<file path="src/rtl/elzr_pkg.sv">
// Shared types and constants for the eight-zone line rasterizer.
`timescale 1ns / 1ps

package elzr_pkg;

    localparam int C_COORD_BITS  = 12;
    localparam int C_QUEUE_DEPTH = 2;

    typedef enum logic {
        OP_START = 1'b0,
        OP_STEP  = 1'b1
    } t_op;

    typedef enum logic [2:0] {
        ZONE_0 = 3'd0,
        ZONE_1 = 3'd1,
        ZONE_2 = 3'd2,
        ZONE_3 = 3'd3,
        ZONE_4 = 3'd4,
        ZONE_5 = 3'd5,
        ZONE_6 = 3'd6,
        ZONE_7 = 3'd7
    } t_zone;

    typedef struct packed {
        t_op   op;
        t_zone zone;
    } t_cmd_hdr;

    localparam int C_HDR_W = $bits(t_cmd_hdr);

endpackage

</file>
<file path="src/rtl/elzr_front.sv">
// Front end: input register, zone classification and mapping into zone 0.
`timescale 1ns / 1ps

module elzr_front #(
    parameter int COORD_BITS = 12
) (
    input  logic                  i_clk,
    input  logic                  i_rst_n,
    input  logic                  i_valid,
    output logic                  o_ready,
    input  elzr_pkg::t_op         i_op,
    input  logic [COORD_BITS-1:0] i_x0,
    input  logic [COORD_BITS-1:0] i_y0,
    input  logic [COORD_BITS-1:0] i_x1,
    input  logic [COORD_BITS-1:0] i_y1,
    output logic                  o_push,
    input  logic                  i_q_ready,
    output logic [elzr_pkg::C_HDR_W+5*(COORD_BITS+1)-1:0] o_entry
);
    import elzr_pkg::*;

    localparam int W = COORD_BITS + 1;

    logic                         r_valid;
    t_op                          r_op;
    logic signed [COORD_BITS-1:0] r_x0, r_y0, r_x1, r_y1;
    logic signed [W-1:0]          r_dx, r_dy;

    logic signed [W-1:0] n_dx, n_dy;
    logic signed [W-1:0] adx, ady;
    logic signed [W-1:0] ex0, ey0, ex1, ey1;
    logic signed [W-1:0] a0, b0, a1, da, db;
    logic                ge;
    t_zone               zone;
    t_cmd_hdr            hdr;

    assign n_dx = W'($signed(i_x1)) - W'($signed(i_x0));
    assign n_dy = W'($signed(i_y1)) - W'($signed(i_y0));

    assign o_push  = r_valid && i_q_ready;
    assign o_ready = !r_valid || i_q_ready;

    always_ff @(posedge i_clk) begin
        if (!i_rst_n) begin
            r_valid <= 1'b0;
        end else if (o_ready) begin
            r_valid <= i_valid;
        end
        if (o_ready && i_valid) begin
            r_op <= i_op;
            r_x0 <= $signed(i_x0);
            r_y0 <= $signed(i_y0);
            r_x1 <= $signed(i_x1);
            r_y1 <= $signed(i_y1);
            r_dx <= n_dx;
            r_dy <= n_dy;
        end
    end

    assign adx = r_dx[W-1] ? -r_dx : r_dx;
    assign ady = r_dy[W-1] ? -r_dy : r_dy;
    assign ge  = adx >= ady;

    always_comb begin
        unique case ({r_dx[W-1], r_dy[W-1]})
            2'b00:   zone = ge ? ZONE_0 : ZONE_1;
            2'b10:   zone = ge ? ZONE_3 : ZONE_2;
            2'b11:   zone = ge ? ZONE_4 : ZONE_5;
            default: zone = ge ? ZONE_7 : ZONE_6;
        endcase
    end

    assign ex0 = W'(r_x0);
    assign ey0 = W'(r_y0);
    assign ex1 = W'(r_x1);
    assign ey1 = W'(r_y1);

    // da/db follow from the mapped difference, since the mapping is linear
    always_comb begin
        unique case (zone)
            ZONE_0: begin
                a0 = ex0;  b0 = ey0;  a1 = ex1;  da = r_dx;  db = r_dy;
            end
            ZONE_1: begin
                a0 = ey0;  b0 = ex0;  a1 = ey1;  da = r_dy;  db = r_dx;
            end
            ZONE_2: begin
                a0 = ey0;  b0 = -ex0; a1 = ey1;  da = r_dy;  db = -r_dx;
            end
            ZONE_3: begin
                a0 = -ex0; b0 = ey0;  a1 = -ex1; da = -r_dx; db = r_dy;
            end
            ZONE_4: begin
                a0 = -ex0; b0 = -ey0; a1 = -ex1; da = -r_dx; db = -r_dy;
            end
            ZONE_5: begin
                a0 = -ey0; b0 = -ex0; a1 = -ey1; da = -r_dy; db = -r_dx;
            end
            ZONE_6: begin
                a0 = -ey0; b0 = ex0;  a1 = -ey1; da = -r_dy; db = r_dx;
            end
            default: begin
                a0 = ex0;  b0 = -ey0; a1 = ex1;  da = r_dx;  db = -r_dy;
            end
        endcase
    end

    assign hdr.op   = r_op;
    assign hdr.zone = zone;

    assign o_entry = {hdr, a0, b0, a1, da, db};

endmodule

</file>
<file path="src/rtl/elzr_fifo.sv">
// Short command queue between the front end and the stepping back end.
`timescale 1ns / 1ps

module elzr_fifo #(
    parameter int DATA_W = 69,
    parameter int DEPTH  = 2
) (
    input  logic              i_clk,
    input  logic              i_rst_n,
    input  logic              i_push,
    output logic              o_ready,
    input  logic [DATA_W-1:0] i_data,
    output logic              o_valid,
    input  logic              i_pop,
    output logic [DATA_W-1:0] o_data
);
    localparam int PTR_W = (DEPTH > 1) ? $clog2(DEPTH) : 1;
    localparam int CNT_W = $clog2(DEPTH + 1);

    logic [DATA_W-1:0] r_slot [DEPTH];
    logic [PTR_W-1:0]  r_wptr, r_rptr;
    logic [CNT_W-1:0]  r_count;
    logic              do_push, do_pop;

    assign o_valid = r_count != '0;
    assign o_ready = (r_count != CNT_W'(DEPTH)) || i_pop;
    assign o_data  = r_slot[r_rptr];
    assign do_push = i_push && o_ready;
    assign do_pop  = i_pop && o_valid;

    always_ff @(posedge i_clk) begin
        if (!i_rst_n) begin
            r_wptr  <= '0;
            r_rptr  <= '0;
            r_count <= '0;
        end else begin
            if (do_push) begin
                r_wptr <= (r_wptr == PTR_W'(DEPTH - 1)) ? '0 : r_wptr + 1'b1;
            end
            if (do_pop) begin
                r_rptr <= (r_rptr == PTR_W'(DEPTH - 1)) ? '0 : r_rptr + 1'b1;
            end
            r_count <= r_count + CNT_W'(do_push) - CNT_W'(do_pop);
        end
        if (do_push) begin
            r_slot[r_wptr] <= i_data;
        end
    end

endmodule

</file>
<file path="src/rtl/elzr_back.sv">
// Back end: midpoint decision state, pixel mapping and output register.
`timescale 1ns / 1ps

module elzr_back #(
    parameter int COORD_BITS = 12
) (
    input  logic                  i_clk,
    input  logic                  i_rst_n,
    input  logic                  i_q_valid,
    input  logic [elzr_pkg::C_HDR_W+5*(COORD_BITS+1)-1:0] i_q_data,
    output logic                  o_pop,
    output logic                  o_valid,
    input  logic                  i_ready,
    output logic [COORD_BITS-1:0] o_px,
    output logic [COORD_BITS-1:0] o_py,
    output logic [2:0]            o_zone,
    output logic                  o_last
);
    import elzr_pkg::*;

    localparam int W    = COORD_BITS + 1;
    localparam int SE_W = COORD_BITS + 2;
    localparam int D    = COORD_BITS + 3;

    t_cmd_hdr            hdr;
    logic signed [W-1:0] q_a0, q_b0, q_a1, q_da, q_db;
    logic signed [D-1:0] q_da_x, q_db_x;

    logic                   r_active;
    logic signed [W-1:0]    r_major, r_minor, r_end;
    logic signed [D-1:0]    r_dec, r_sd;
    logic signed [SE_W-1:0] r_se;
    t_zone                  r_zone;

    logic                   r_out_valid;
    logic [COORD_BITS-1:0]  r_px, r_py;
    t_zone                  r_out_zone;
    logic                   r_out_last;

    logic                   is_start, emit;
    t_zone                  cur_zone;
    logic signed [W-1:0]    cur_major, cur_minor, cur_end;
    logic signed [D-1:0]    cur_dec, cur_sd;
    logic signed [SE_W-1:0] cur_se;
    logic                   last;
    logic signed [W-1:0]    px_w, py_w;

    assign {hdr, q_a0, q_b0, q_a1, q_da, q_db} = i_q_data;
    assign q_da_x = D'(q_da);
    assign q_db_x = D'(q_db);

    assign o_pop    = i_q_valid && (!r_out_valid || i_ready);
    assign is_start = hdr.op == OP_START;
    assign emit     = o_pop && (is_start || r_active);

    // a start feeds its fresh state straight into the shared emit path
    always_comb begin
        if (is_start) begin
            cur_zone  = hdr.zone;
            cur_major = q_a0;
            cur_minor = q_b0;
            cur_end   = q_a1;
            cur_dec   = (q_db_x <<< 1) - q_da_x;
            cur_se    = SE_W'(q_db_x <<< 1);
            cur_sd    = (q_db_x - q_da_x) <<< 1;
        end else begin
            cur_zone  = r_zone;
            cur_major = r_major;
            cur_minor = r_minor;
            cur_end   = r_end;
            cur_dec   = r_dec;
            cur_se    = r_se;
            cur_sd    = r_sd;
        end
    end

    assign last = cur_major >= cur_end;

    always_comb begin
        unique case (cur_zone)
            ZONE_0:  begin px_w = cur_major;  py_w = cur_minor;  end
            ZONE_1:  begin px_w = cur_minor;  py_w = cur_major;  end
            ZONE_2:  begin px_w = -cur_minor; py_w = cur_major;  end
            ZONE_3:  begin px_w = -cur_major; py_w = cur_minor;  end
            ZONE_4:  begin px_w = -cur_major; py_w = -cur_minor; end
            ZONE_5:  begin px_w = -cur_minor; py_w = -cur_major; end
            ZONE_6:  begin px_w = cur_minor;  py_w = -cur_major; end
            default: begin px_w = cur_major;  py_w = -cur_minor; end
        endcase
    end

    always_ff @(posedge i_clk) begin
        if (!i_rst_n) begin
            r_active    <= 1'b0;
            r_out_valid <= 1'b0;
        end else begin
            if (emit) begin
                r_active    <= !last;
                r_out_valid <= 1'b1;
            end else if (i_ready) begin
                r_out_valid <= 1'b0;
            end
        end
        if (emit) begin
            r_zone     <= cur_zone;
            r_end      <= cur_end;
            r_se       <= cur_se;
            r_sd       <= cur_sd;
            r_major    <= cur_major + W'(1);
            if (cur_dec[D-1]) begin
                r_minor <= cur_minor;
                r_dec   <= cur_dec + D'(cur_se);
            end else begin
                r_minor <= cur_minor + W'(1);
                r_dec   <= cur_dec + cur_sd;
            end
            r_px       <= px_w[COORD_BITS-1:0];
            r_py       <= py_w[COORD_BITS-1:0];
            r_out_zone <= cur_zone;
            r_out_last <= last;
        end
    end

    assign o_valid = r_out_valid;
    assign o_px    = r_px;
    assign o_py    = r_py;
    assign o_zone  = r_out_zone;
    assign o_last  = r_out_last;

endmodule

</file>
<file path="src/rtl/eight_zone_line_rasterizer.sv">
// Top level of the eight-zone midpoint line rasterizer.
// A start transaction (tuser = 0) classifies the line into one of eight zones and
// returns its first pixel; each step transaction (tuser = 1) returns the next pixel,
// with tlast on the final endpoint. Steps with no active line return nothing, and a
// start abandons any line in progress. One transaction is taken per clock unless the
// queue is full and stalls the front end; a pixel passes through the front register,
// queue slot and output register, and the two-entry queue between classifier and
// stepper lets either side stall alone.
`timescale 1ns / 1ps

module eight_zone_line_rasterizer #(
    parameter int COORD_BITS  = elzr_pkg::C_COORD_BITS,
    parameter int QUEUE_DEPTH = elzr_pkg::C_QUEUE_DEPTH,
    localparam int S_DATA_W   = ((4 * COORD_BITS + 7) / 8) * 8,
    localparam int M_DATA_W   = ((2 * COORD_BITS + 3 + 7) / 8) * 8
) (
    input  logic                i_clk,
    input  logic                i_rst_n,
    input  logic                s_axis_tvalid,
    output logic                s_axis_tready,
    // start_x, start_y, end_x, end_y
    input  logic [S_DATA_W-1:0] s_axis_tdata,
    // op
    input  logic [0:0]          s_axis_tuser,
    output logic                m_axis_tvalid,
    input  logic                m_axis_tready,
    // pixel_x, pixel_y, octant
    output logic [M_DATA_W-1:0] m_axis_tdata,
    // last_pixel
    output logic                m_axis_tlast
);
    import elzr_pkg::*;

    localparam int ENTRY_W = C_HDR_W + 5 * (COORD_BITS + 1);
    localparam int PAD_W   = M_DATA_W - (2 * COORD_BITS + 3);

    logic                  q_push, q_ready, q_valid, q_pop;
    logic [ENTRY_W-1:0]    q_wdata, q_rdata;
    logic [COORD_BITS-1:0] px, py;
    logic [2:0]            zone;

    elzr_front #(
        .COORD_BITS(COORD_BITS)
    ) u_front (
        .i_clk    (i_clk),
        .i_rst_n  (i_rst_n),
        .i_valid  (s_axis_tvalid),
        .o_ready  (s_axis_tready),
        .i_op     (t_op'(s_axis_tuser)),
        .i_x0     (s_axis_tdata[COORD_BITS-1:0]),
        .i_y0     (s_axis_tdata[2*COORD_BITS-1:COORD_BITS]),
        .i_x1     (s_axis_tdata[3*COORD_BITS-1:2*COORD_BITS]),
        .i_y1     (s_axis_tdata[4*COORD_BITS-1:3*COORD_BITS]),
        .o_push   (q_push),
        .i_q_ready(q_ready),
        .o_entry  (q_wdata)
    );

    elzr_fifo #(
        .DATA_W(ENTRY_W),
        .DEPTH (QUEUE_DEPTH)
    ) u_fifo (
        .i_clk  (i_clk),
        .i_rst_n(i_rst_n),
        .i_push (q_push),
        .o_ready(q_ready),
        .i_data (q_wdata),
        .o_valid(q_valid),
        .i_pop  (q_pop),
        .o_data (q_rdata)
    );

    elzr_back #(
        .COORD_BITS(COORD_BITS)
    ) u_back (
        .i_clk    (i_clk),
        .i_rst_n  (i_rst_n),
        .i_q_valid(q_valid),
        .i_q_data (q_rdata),
        .o_pop    (q_pop),
        .o_valid  (m_axis_tvalid),
        .i_ready  (m_axis_tready),
        .o_px     (px),
        .o_py     (py),
        .o_zone   (zone),
        .o_last   (m_axis_tlast)
    );

    assign m_axis_tdata = {PAD_W'(0), zone, py, px};

endmodule

</file>
<file path="config.mk">
export PLATFORM = sky130hd
export DESIGN_NAME = eight_zone_line_rasterizer
export DESIGN_NICKNAME = d
export VERILOG_FILES = /design/src/rtl/elzr_pkg.sv /design/src/rtl/elzr_front.sv /design/src/rtl/elzr_fifo.sv /design/src/rtl/elzr_back.sv /design/src/rtl/eight_zone_line_rasterizer.sv
export SDC_FILE = /design/constraint.sdc
export NUM_CORES = 1
export LEC_CHECK = 0
export BUFFER_PORTS_ARGS = -buffer_cell sky130_fd_sc_hd__buf_2
export CAP_MARGIN = 15
export CORE_ASPECT_RATIO = 1.2
export CORE_MARGIN = 2
export CORE_UTILIZATION = 45
export DETAILED_ROUTE_END_ITERATION = 10
export PLACE_DENSITY = 0.67
export RECOVER_POWER = 25
export SYNTH_ARGS = -nofsm -noshare
export SYNTH_HDL_FRONTEND = slang
export SYNTH_SLANG_ARGS = --single-unit
</file>
<file path="constraint.sdc">
create_clock -name i_clk -period 13.44 [get_ports i_clk]
set_clock_uncertainty 0.15 [all_clocks]
set_input_delay 2.688 -clock i_clk [delete_from_list [all_inputs] [get_ports i_clk]]
set_output_delay 2.688 -clock i_clk [all_outputs]
set_load 0.005 [all_outputs]
</file>
# Word level (Yosys, flattened, before mapping)
# Memories as Yosys holds them, arrays and structs flattened. A register that Yosys moved wholly into a read port is not among the register bits.
# Index checks and enable logic that the tools add are counted.
[word_totals]
ff_bits = 193
ramBits = 138
inputBits = 53
out_inout_bits = 35
word_cells = 123
memories = 1
[op_classes]
n_addsub = 20
n_lt_le_gt_ge = 2
eq_ne = 15
mux = 31
bitwise_logic = 1
reduce_logical = 30
[mem_list]
columns = ["memory", "depth", "word_bits", "rd", "rd_clocked_by_memory_dff", "wr", "line_no", "text"]
rows = [
  ["u_fifo.r_slot", 2, 69, 1, 1, 1, "elzr_fifo.sv:20", "logic [DATA_W-1:0] r_slot [DEPTH];"],
]
[op_table]
columns = ["operator", "count"]
rows = [
  ["case mux 13 bit (3 select lines)", 5],
  ["2-to-1 mux 13 bit", 6],
  ["case mux 12 bit (3 select lines)", 2],
  ["negator 12 -> 13 bit", 4],
  ["2-to-1 mux 15 bit", 3],
  ["adder 13 x 2 -> 13 bit, second input constant", 2],
  [">= comparator 13 bit", 2],
  ["negator 13 bit", 2],
  ["subtractor 12 x 12 -> 13 bit", 2],
  ["negator 12 bit", 2],
  ["OR reduction 2 bit", 12],
  ["equality test 3 bit, second input constant", 6],
  ["adder 15 x 14 -> 15 bit", 1],
  ["adder 15 bit", 1],
  ["subtractor 14 x 13 -> 15 bit", 1],
  ["2-to-1 mux 14 bit", 1],
  ["subtractor 13 x 13 -> 14 bit", 1],
  ["equality test 3 x 2 -> 1 bit, second input constant", 4],
  ["2-to-1 mux 1 bit", 12],
  ["case mux 3 bit (3 select lines)", 1],
  ["equality test 3 x 1 -> 1 bit, second input constant", 2],
  ["logical AND 1 bit", 6],
  ["logical NOT 3 bit", 2],
  ["equality test 2 bit, second input constant", 2],
  ["10 further kinds", 17],
]

# Logic depth before layout (Yosys ltp)
# Gate-level depths: netlist of the first run.
[logic_depth]
depth_word = 8
depth_mapped = 26
depth_no_buf = 20

# Hierarchy
# A second synthesis of the first run with hierarchy kept.
[unflattened]
cells_unflattened = 2240
area_unflattened_um2 = 22894.5
[modules_own_cells]
columns = ["mod", "instances", "cells_each", "area_each_um2", "seq_area_each_um2"]
rows = [
  ["elzr_back", 1, 969, 9290.2, 3343.2],
  ["elzr_front", 1, 1026, 8305.5, 2272.2],
  ["elzr_fifo", 1, 239, 5257.5, 4244.1],
  ["eight_zone_line_rasterizer", 1, 6, 41.3, 0.0],
]

# Worst setup path after synthesis of the first run
# No wires, ideal clock.
[synth_timing]
path_type = "input-to-reg"
startpoint = "in m_axis_tready"
endpoint = "reg u_back.r_out_last, in the netlist u_back.o_last (enable)"
setup_ps = 580
arrival_time_ps = 7566
required_time_ps = 12710
slack_ps = 5144
path_stages = 3
n_path_buf = 0
path_cell_list = "nand2b_1 > o21ai_1 > nor2_1"
[synth_via]
elab_chain_len = 3
[synth_rtl]
columns = ["item", "line_no", "text"]
rows = [
  ["from (decl)", "eight_zone_line_rasterizer.sv:26", "input logic m_axis_tready,"],
  ["logical OR 1 bit", "elzr_back.sv:52", "assign o_pop = i_q_valid && (!r_out_valid || i_ready);"],
  ["logical AND 1 bit", "elzr_back.sv:52", ""],
  ["logical AND 1 bit", "elzr_back.sv:54", "assign emit = o_pop && (is_start || r_active);"],
  ["net u_back.emit", "elzr_back.sv:40", "logic is_start, emit;"],
  ["to (signal assigned)", "elzr_back.sv:120", "r_out_last <= last;"],
  ["to (decl)", "elzr_back.sv:38", "logic r_out_last;"],
]
# The timed path passes the listed nets, and every way through them passes these cells.
# A chain may end at the register's enable or synchronous reset.

==> results of run 1 <==
-- flip-flops by register name, indices dropped and copies added (netlist names), 13 cells and up, named ones only --
name / cells
u_fifo.r_slot: 136
u_back.r_se: 14
u_back.r_end: 13
u_back.r_major: 13
u_front.r_dx: 13
u_back.r_dec: 15
u_back.r_sd: 15
u_front.r_dy: 13
-- worst max-delay path, stage by stage (launching register included) --
cell	delay (ns)
dfxtp_1	2.15
clkbuf_1	1.64
mux2i_4	0.41
clkbuf_1	0.69
clkbuf_1	1.28
nor2_1	0.25
nor2_4	0.18
clkbuf_1	2.15
-- cell usage after synthesis, types with 15 or more instances --
| cell | count | area share [%] |
|---|---|---|
| edfxtp_1 | 321 | 46 |
| nand2_1 | 166 | 3.0 |
| o21ai_0 | 156 | 3.7 |
| nor2_1 | 152 | 2.7 |
| inv_1 | 130 | 2.3 |
| ha_1 | 107 | 6.4 |
| mux2i_1 | 104 | 5.0 |
| xnor2_1 | 94 | 3.9 |
| a21oi_1 | 84 | 2.0 |
| clkbuf_1 | 67 | 1.2 |
| nor3_1 | 49 | 1.2 |
| xor2_1 | 49 | 2.1 |
| a21o_1 | 38 | 1.4 |
| nand3_1 | 34 | 0.81 |
| a211oi_1 | 33 | 1.2 |
| a22o_1 | 29 | 1.2 |
| mux2_2 | 28 | 1.5 |
| or3_1 | 27 | 0.81 |
| nand2b_1 | 24 | 0.72 |
| o22ai_1 | 21 | 0.63 |
| buf_2 | 20 | 0.48 |
| nor2b_1 | 20 | 0.60 |
| o221ai_1 | 19 | 0.80 |
| and2_1 | 15 | 0.45 |
-- power groups by stage --
stage / registers (mW) / logic, mW / clock network (mW)
floorplan: 1.69 / 2.02 / 0
global placement: 1.72 / 2.62 / 0
detailed placement: 1.72 / 2.70 / 0
CTS: 1.71 / 2.71 / 1.07
global route: 1.74 / 3.02 / 1.10
finish: 1.71 / 2.74 / 1.04
-- stage by stage --
stage | power, mW | hold WS, ns
5_1_grt | 5.87 | 0.331
2_1_floorplan | 3.71 | 0.271
6_report | 5.49 | 0.306
4_1_cts | 5.48 | 0.312
3_5_place_dp | 4.42 | 0.297
3_3_place_gp | 4.34 | 0.275
-- logic make-up (layout without fill, tap and decap cells) --
| group | count (synthesis) | count (layout) | synth area share [%] |
|---|---|---|---|
| AOI/OAI and AO/OA | 527 | 527 | 16.7 |
| other | 1 | 5 | 0.0180 |
| DFF | 329 | 329 | 46.9 |
| muxes | 135 | 135 | 6.82 |
| adders and majority gates | 112 | 112 | 6.89 |
| buffers and inverters | 235 | 315 | 4.47 |
| and+or+nand+nor | 540 | 540 | 12.2 |
| xor gates and xnor gates | 143 | 143 | 6.00 |
-- metal layers --
layer | GRT usage [%] | routed length [um] | vias to the layer above
met5 | 0 | 0 | -
met2 | 38.9 | 26600 | 564
li1 | - | - | 7601
met1 | 30.0 | 23800 | 7656
met3 | 3.97 | 3700 | 116
met4 | 8.31 | 1830 | 0
-- area by class of cell --
type	instances	area [um2]	share of cell area [%]
Clock inverter	23	220	0.954
Sequential cell	329	9800	42.4
Timing Repair Buffer	113	556	2.41
Inverter	132	495	2.15
Multi-Input combinational cell	1462	10200	44.2
Clock buffer	47	1040	4.49
Tap cell	616	771	3.34
-- final timing paths --
kind	start	endpoint	slack, ns	cells past startpoint
setup / recovery	flip-flop	u_back.r_end[6]	3.99	7
hold / removal	u_front.r_op	u_fifo.r_slot[0][68]	0.31	0
setup reg to reg	flip-flop	u_back.r_end[6]	3.99	7
hold reg to reg	u_front.r_op	u_fifo.r_slot[0][68]	0.31	0
-- cells in the final DEF, fill, tap and decap left out, types with 13 or more instances in the layout --
cell / synthesis / layout
a211oi_1: 33 / 33
o221ai_1: 19 / 19
o22ai_1: 21 / 21
nand2b_1: 24 / 24
nor2_1: 152 / 149
clkbuf_1: 67 / 72
buf_4: 6 / 21
a21o_1: 38 / 38
mux2i_1: 104 / 102
a21oi_1: 84 / 84
nor3_1: 49 / 49
o21ai_0: 156 / 156
ha_1: 107 / 107
a22o_1: 29 / 29
clkbuf_16: 0 / 39
xor2_1: 49 / 49
buf_2: 20 / 23
xnor2_1: 94 / 94
a21boi_0: 13 / 13
nor2b_1: 20 / 20
edfxtp_1: 321 / 321
nand3_1: 34 / 34
nand2_1: 166 / 166
mux2_2: 28 / 27
or3_1: 27 / 27
inv_1: 130 / 131
==> summary.txt, run 1 <==
Synthesis
  • Synth Flop Type: edfxtp_1
  • Syn Area/Cell: 10.3 um2
  • Cells after Synth: 2,022
  • Synth Cell Area: 0.0209 mm2
  • EDFF count, synth: 321
  • FF+latch count, synth: 329
  • Sequential element share of the synthesized area: 46.9%
  • Proportion of synthesized flip-flops having asynchronous set or reset: 0%
  • Synth warn: 0
  • Synth cell types: 77

Hold path
  • HP Class: flip-flop to flip-flop

Die
  • Die ar.: 0.0482 mm2
  • I/O pin count: 88
  • Starting Density: 45.6%
  • Die width: 201 um
  • Row cnt: 86
  • Die height: 240 um
  • Core ar.: 0.0458 mm2

Drt
  • DR pass1 iterations: 5
  • Average wire per standard cell: 20.5 um
  • Vias: 15,937
  • Remaining antenna violation count after routing: 0
  • Wirelength, routed: 55.9 mm
  • Vias per cell: 5.85
  • Final routed DRC violation total: 0
  • DRT iter0 DRCs: 1,318

Clock tree
  • Worst-path clk slew: 0.06 ns
  • CTS Buf Count: 38
  • CTS Sinks: 329
  • Worst-skew pair later-pin latency: 0.57 ns
  • PostCTS Resize Cnt: 0
  • CTS tree: done
  • CTS Hold Buffers Added: 0
  • H-tree depth: 2
  • Setup bufs post-CTS: 0
  • Clk buf depth: 3
  • Root Buffer Master: clkbuf_16

Power
  • Sw Pwr: 2.20 mW
  • Clock power share: 19.0%
  • Logic pwr share: 49.8%
  • Leakage: 8.79 nW
  • Switch share: 40.1%
  • Sequential share of power: 31.2%
  • Power Density: 238 mW/mm2
  • Int Power: 3.29 mW
  • Worst vdd ir: 104 uV

Setup path
  • Crit Path Class: flip-flop to flip-flop
  • Critical path startpoint category: flip-flop
  • CP required: 13.40 ns
  • Critical Path AT: 9.40 ns
  • Crit path capture type: flip-flop
  • Max FO, Critical Path: 53

STA
  • Slew Limit Headroom: -131%
  • Final count of negative-setup-slack endpoints: 0
  • Slew @ Worst Pin: 3.46 ns
  • Worst setup margin: 3.99 ns
  • Fin crit period: 9.45 ns
  • Total negative slack: 0 ns
  • Unrepaired setup endpoints after global routing: false
  • Crit share post-route: 70.3%
  • Achievable Freq: 106 MHz
  • Slew Viols, Final: 318
  • Final Hold Viols: 0

Placement
  • Routability cong.: 0.917
  • # port buffers: 82
  • Worst slack at placement: 6.60 ns
  • Placed Cells: 2,650
  • DP Wirelength: 40.4 mm
  • Post-Place Cell Area: 0.0219 mm2

Cells and area
  • Design area: 0.0231 mm2
  • Area grow syn2layout: 10.6%
  • Ant. Diodes: 0
  • Share of post-route cells with drive strength above 1: 7.64%
  • Finished Layout Cells: 2,722
  • Finished Core Util: 50.4%
  • Final #Nets: 2,241
  • Fillers: 4,231

GRT
  • Initial antenna violation count: 0
  • Overflow after GRT: 0
  • GRT Total Usage: 23.1%
  • First-pass GRT wire length: 87.6 mm
  • Vias in the first global route: 15,606
  • Pin count of the biggest net entering global routing: 92

Flow run
  • Max_cap viols: 7

Status
  • Status: finished with violations
  • Failing checks: max-capacitance violations, max-slew violations
Power figures use the tool's default switching activity.
==> run 2, diff against run 1 <==
==> constraint.sdc (replaced) <==
create_clock -name i_clk -period 9.7 [get_ports i_clk]
set_clock_uncertainty 0.15 [all_clocks]
set_input_delay 1.94 -clock i_clk [delete_from_list [all_inputs] [get_ports i_clk]]
set_output_delay 1.94 -clock i_clk [all_outputs]
set_load 0.005 [all_outputs]
==> summary.txt, run 2 (synthesis results as in run 1) <==
Status
  • Status: finished with violations
  • Failing checks: max-capacitance violations, max-slew violations

Die
  • Die height: 240 um
  • Row cnt: 86
  • Die ar.: 0.0482 mm2
  • Starting Density: 45.6%
  • Core ar.: 0.0458 mm2
  • I/O pin count: 88
  • Die width: 201 um

Drt
  • Remaining antenna violation count after routing: 0
  • DR pass1 iterations: 5
  • DRT iter0 DRCs: 1,218
  • Final routed DRC violation total: 0
  • Wirelength, routed: 56.7 mm
  • Vias: 15,977
  • Met1 WL: 24.3 mm
  • Top layer in use: met4
  • Met3 WL post-DR: 3.65 mm
  • Routed met2 length: 27.0 mm
  • Vias per cell: 5.88
  • Average wire per standard cell: 20.9 um

Setup path
  • Worst Path Buf+Inv: 2
  • Worst path max stage delay: 1.68 ns
  • Crit path capture type: flip-flop
  • Crit-path slowest cell: dfxtp_1
  • Crit Path Class: flip-flop to flip-flop
  • Max FO, Critical Path: 40
  • R2R cell count: 17
  • Worst R2R Setup Slack: 2.36 ns
  • Reg-to-Reg End: u_back.r_dec[14]
  • Critical path startpoint category: flip-flop
  • CP required: 9.86 ns
  • Delay-heaviest family, CP: compound AO/OA/AOI/OAI gates
  • Critical Path AT: 7.51 ns
  • Worst path cell trace: buf_4, mux2_2, ha_1, a2111o_1, o21ai_2, buf_4, mux2_2, ha_1, fa_1, a21o_1, a21oi_1, nand2b_1, a21oi_1, nand4_1, a31oi_1, a31oi_1, xnor2_1

Hold path
  • HP Class: flip-flop to flip-flop
  • HP Start: u_front.r_op
  • Worst Hold End: u_fifo.r_slot[0][68]
  • Hold path cells: 0

Clock tree
  • CTS tree: done
  • CTS Buf Count: 36
  • Clk buf depth: 3
  • Worst-path clk slew: 0.06 ns
  • Setup bufs post-CTS: 0
  • H-tree depth: 2
  • CTS Hold Buffers Added: 0
  • CTS Sinks: 329
  • Worst-skew pair later-pin latency: 0.58 ns
  • PostCTS Resize Cnt: 0
  • Root Buffer Master: clkbuf_16

Cells and area
  • Commonest non-fill, non-tap cell in the layout: edfxtp_1
  • Design area: 0.0230 mm2
  • Ant. Diodes: 0
  • Top Registers: u_fifo.r_slot: 136 flops, u_back.r_dec: 15 flops, u_back.r_sd: 15 flops
  • Area grow syn2layout: 10.0%
  • Area of the multi-input gates: 0.0102 mm2
  • Most flop-heavy register: u_fifo.r_slot
  • Max reg flops: 136
  • Share of post-route cells with drive strength above 1: 7.71%
  • Register area: 0.00980 mm2
  • Finished Layout Cells: 2,716
  • Fillers: 4,225
  • Final #Nets: 2,237
  • Commonest non-fill, non-tap cells in the layout: 321 x edfxtp_1, 166 x nand2_1, 156 x o21ai_0

Power
  • Power Density: 327 mW/mm2
  • Sequential share of power: 31.4%
  • Worst vdd ir: 169 uV
  • Sw Pwr: 3.07 mW
  • Switch share: 40.8%
  • Int Power: 4.45 mW
  • Power Total: 7.52 mW
  • Clock power share: 17.8%
  • Leakage: 8.74 nW
  • Logic pwr share: 50.7%

STA
  • Crit share post-route: 75.7%
  • Total negative slack: 0 ns
  • Slew Limit Headroom: -248%
  • Final count of negative-setup-slack endpoints: 0
  • Slew @ Worst Pin: 5.22 ns
  • Final Hold Viols: 0
  • Slew Viols, Final: 270
  • Achievable Freq: 136 MHz
  • Worst setup margin: 2.36 ns
  • Fin crit period: 7.34 ns
  • Unrepaired setup endpoints after global routing: false

Flow run
  • Max_cap viols: 5

GRT
  • Overflow after GRT: 0
  • Vias in the first global route: 15,453
  • Pin count of the biggest net entering global routing: 92
  • First-pass GRT wire length: 87.6 mm
  • Initial antenna violation count: 0
  • GRT Total Usage: 23.3%

Placement
  • Worst slack at placement: 2.99 ns
  • # port buffers: 82
  • Post-Place Cell Area: 0.0219 mm2
  • Placed Cells: 2,649
  • Routability cong.: 0.910
  • DP Wirelength: 40.6 mm
[run 2: power by group through the flow]
stage	Combinational, mW	Sequential [mW]	Clock (mW)
2_1_floorplan	2.80	2.34	0
3_3_place_gp	3.64	2.38	0
3_5_place_dp	3.74	2.38	0
4_1_cts	3.77	2.36	1.38
5_1_grt	4.21	2.40	1.42
6_report	3.82	2.36	1.34
[run 2: how the worst max path moves through the flow]
stage | from | endpoint | cells after the start
6_report | flip-flop | u_back.r_dec[14] | 17
5_1_grt | flip-flop | u_back.r_dec[14] | 17
4_1_cts | u_front.r_dx[0] | u_fifo.r_slot[1][10] | 19
3_5_place_dp | u_front.r_dx[0] | u_fifo.r_slot[1][10] | 19
3_3_place_gp | u_front.r_dx[0] | u_fifo.r_slot[0][10] | 19
2_1_floorplan | m_axis_tready | u_back.o_last | 3
[run 2: area by class of cell]
class,count,share of cell area [%]
Tap cell,616,3.35
Timing Repair Buffer,111,2.42
Inverter,132,2.16
Sequential cell,329,42.6
Clock buffer,40,3.98
Multi-Input combinational cell,1462,44.5
Clock inverter,26,0.969
[run 2: metrics by stage]
step / hold slack, ns / utilization [%]
floorplan: 0.271 / -
global placement: 0.274 / 47.8
detailed placement: 0.280 / 47.8
CTS: 0.295 / 50.3
global route: 0.306 / 50.1
finish: 0.292 / 50.1
[run 2: worst reg2reg max path, cell delays in order (launching register included)]
cell	delay, ns
dfxtp_1	1.68
buf_4	0.80
mux2_2	0.45
ha_1	0.35
a2111o_1	0.40
o21ai_2	0.55
buf_4	0.36
mux2_2	0.37
ha_1	0.23
fa_1	0.42
a21o_1	0.18
a21oi_1	0.22
nand2b_1	0.17
a21oi_1	0.10
nand4_1	0.15
a31oi_1	0.14
a31oi_1	0.27
xnor2_1	0.10
[run 2: layer usage]
layer,GRT usage [%],vias to the layer above
met5,0,-
met4,8.19,0
met3,3.71,112
met2,39.3,599
met1,30.5,7673
li1,-,7593
==> run 3, diff against run 2 <==
==> constraint.sdc (replaced) <==
create_clock -name i_clk -period 6.8 [get_ports i_clk]
set_clock_uncertainty 0.15 [all_clocks]
set_input_delay 1.36 -clock i_clk [delete_from_list [all_inputs] [get_ports i_clk]]
set_output_delay 1.36 -clock i_clk [all_outputs]
set_load 0.005 [all_outputs]
==> summary.txt, run 3 (synthesis results as in run 1) <==
GRT
  • Met1 global-route usage: 29.8%
  • Gr busiest metal: met2
  • Overflow after GRT: 0
  • First-pass GRT wire length: 87.3 mm
  • Vias in the first global route: 15,437
  • Met3 global-route usage: 3.10%
  • Initial antenna violation count: 0
  • Pin count of the biggest net entering global routing: 76
  • Grt met2 use: 39.7%
  • GRT Total Usage: 23.1%

Power
  • Logic pwr share: 50.4%
  • Power Density: 472 mW/mm2
  • Worst vdd ir: 247 uV
  • Clock power share: 18.9%
  • Power Total: 10.9 mW
  • Sw Pwr: 4.39 mW
  • Int Power: 6.54 mW
  • Sequential share of power: 30.7%
  • Switch share: 40.2%
  • Leakage: 8.83 nW

Placement
  • DP Wirelength: 40.9 mm
  • Worst slack at placement: 0.396 ns
  • Routability cong.: 0.954
  • # port buffers: 82

STA
  • Slew @ Worst Pin: 5.17 ns
  • Slew Limit Headroom: -244%
  • Final Hold Viols: 0
  • Worst setup margin: 0.475 ns
  • Crit share post-route: 93.0%
  • Total negative slack: 0 ns
  • Fin crit period: 6.32 ns
  • Final count of negative-setup-slack endpoints: 0
  • Unrepaired setup endpoints after global routing: false
  • Achievable Freq: 158 MHz
  • Slew Viols, Final: 164

Cells and area
  • Commonest non-fill, non-tap cell in the layout: edfxtp_1
  • Area grow syn2layout: 10.9%
  • Max reg flops: 136
  • Top Registers: u_fifo.r_slot: 136 flops, u_back.r_dec: 15 flops, u_back.r_sd: 15 flops
  • Most flop-heavy register: u_fifo.r_slot
  • Ant. Diodes: 0
  • Commonest non-fill, non-tap cells in the layout: 321 x edfxtp_1, 166 x nand2_1, 156 x o21ai_0
  • Register area: 0.00980 mm2
  • Final #Nets: 2,247
  • Share of post-route cells with drive strength above 1: 8.06%
  • Fillers: 4,221
  • Area of the multi-input gates: 0.0102 mm2
  • Finished Core Util: 50.5%

Setup path
  • Critical path startpoint category: flip-flop
  • Max FO, Critical Path: 31
  • Worst R2R Setup Slack: 0.48 ns
  • Crit path capture type: flip-flop
  • R2R cell count: 19
  • Crit Path Class: flip-flop to flip-flop
  • Critical Path AT: 6.48 ns
  • CP required: 6.96 ns

Die
  • Starting Density: 45.6%
  • Die ar.: 0.0482 mm2
  • I/O pin count: 88
  • Die height: 240 um
  • Die width: 201 um
  • Core ar.: 0.0458 mm2
  • Row cnt: 86

Status
  • Failing checks: max-capacitance violations, max-slew violations
  • Status: finished with violations

Drt
  • Final routed DRC violation total: 0
  • DRT iter0 DRCs: 1,187
  • Vias: 15,881
  • Vias per cell: 5.83
  • Wirelength, routed: 56.5 mm
  • Remaining antenna violation count after routing: 0
  • DR pass1 iterations: 8
  • Average wire per standard cell: 20.7 um

Clock tree
  • CTS Buf Count: 37
  • Worst-path clk slew: 0.06 ns
  • Clk buf depth: 3
  • CTS tree: done
  • H-tree depth: 2
  • CTS Sinks: 329
  • Worst-skew pair later-pin latency: 0.56 ns
  • Root Buffer Master: clkbuf_16

Hold path
  • Hold path cells: 0
  • HP Class: flip-flop to flip-flop

Flow run
  • Max_cap viols: 3
==> run 3: cell types whose count changed in the layout (fill, tap and decap cells not counted), moves of 3 or more <==
| cell | delta |
|---|---|
| buf_4 | +10 |
| clkinv_2 | -7 |
| bufinv_16 | +3 |
| clkinv_1 | +3 |
==> run 3: stage by stage <==
step	cells	cell area [um2]	hold WS, ns
final	2726	23200	0.294
after global routing	2726	23200	0.301
after CTS	2726	23200	0.296
after detailed placement	2659	22000	0.282
after global placement	2659	22000	0.278
after floorplan	2026	20900	0.271
==> run 3: final timing paths <==
check | to | startpoint
hold reg to reg | u_fifo.r_slot[1][68] | u_front.r_op
setup / recovery | u_fifo.r_slot[1][32] | u_front.r_dx[0]
setup reg to reg | u_fifo.r_slot[1][32] | u_front.r_dx[0]
hold / removal | u_fifo.r_slot[1][68] | u_front.r_op
==> run 3: cell type report <==
cell class	count	area share, %
Clock buffer	45	4.22
Sequential cell	329	42.3
Clock inverter	22	1.10
Tap cell	616	3.33
Inverter	132	2.14
Multi-Input combinational cell	1462	44.2
Timing Repair Buffer	120	2.74
==> run 3: routing by layer <==
metal	vias to the layer above	part of all wire, %
met3	98	5.4
met1	7648	43
met2	530	48
met5	-	0
li1	7605	-
met4	0	3.2
==> run 3: worst max-delay path, cell delays in order, from the launching register on <==
cell	delay [ns]
edfxtp_1	0.42
inv_1	0.12
ha_1	0.26
or3b_2	0.54
or3_1	0.45
or3_1	0.45
or3_1	0.39
nor3_1	0.16
ha_1	0.18
ha_1	0.31
nand3_1	0.13
nor3_2	0.31
o22ai_1	0.16
o21a_1	0.26
nor2_2	0.41
inv_1	0.22
mux2i_4	0.34
buf_4	0.39
o32ai_1	0.15
a22o_1	0.26
==> run 3: what timing repair did <==
action                     in CTS  in global routing
hold buffers                    0                  0
resized for setup               0                  2
setup buffers                   0                  0
setup endpoints to repair       0                 56
==> run 3: power groups by stage <==
stage | combinational (mW) | clock (mW) | sequential, mW
floorplan | 4.00 | 0 | 3.31
global placement | 5.29 | 0 | 3.37
detailed placement | 5.44 | 0 | 3.39
CTS | 5.47 | 2.11 | 3.35
global route | 6.05 | 2.17 | 3.40
finish | 5.50 | 2.07 | 3.35
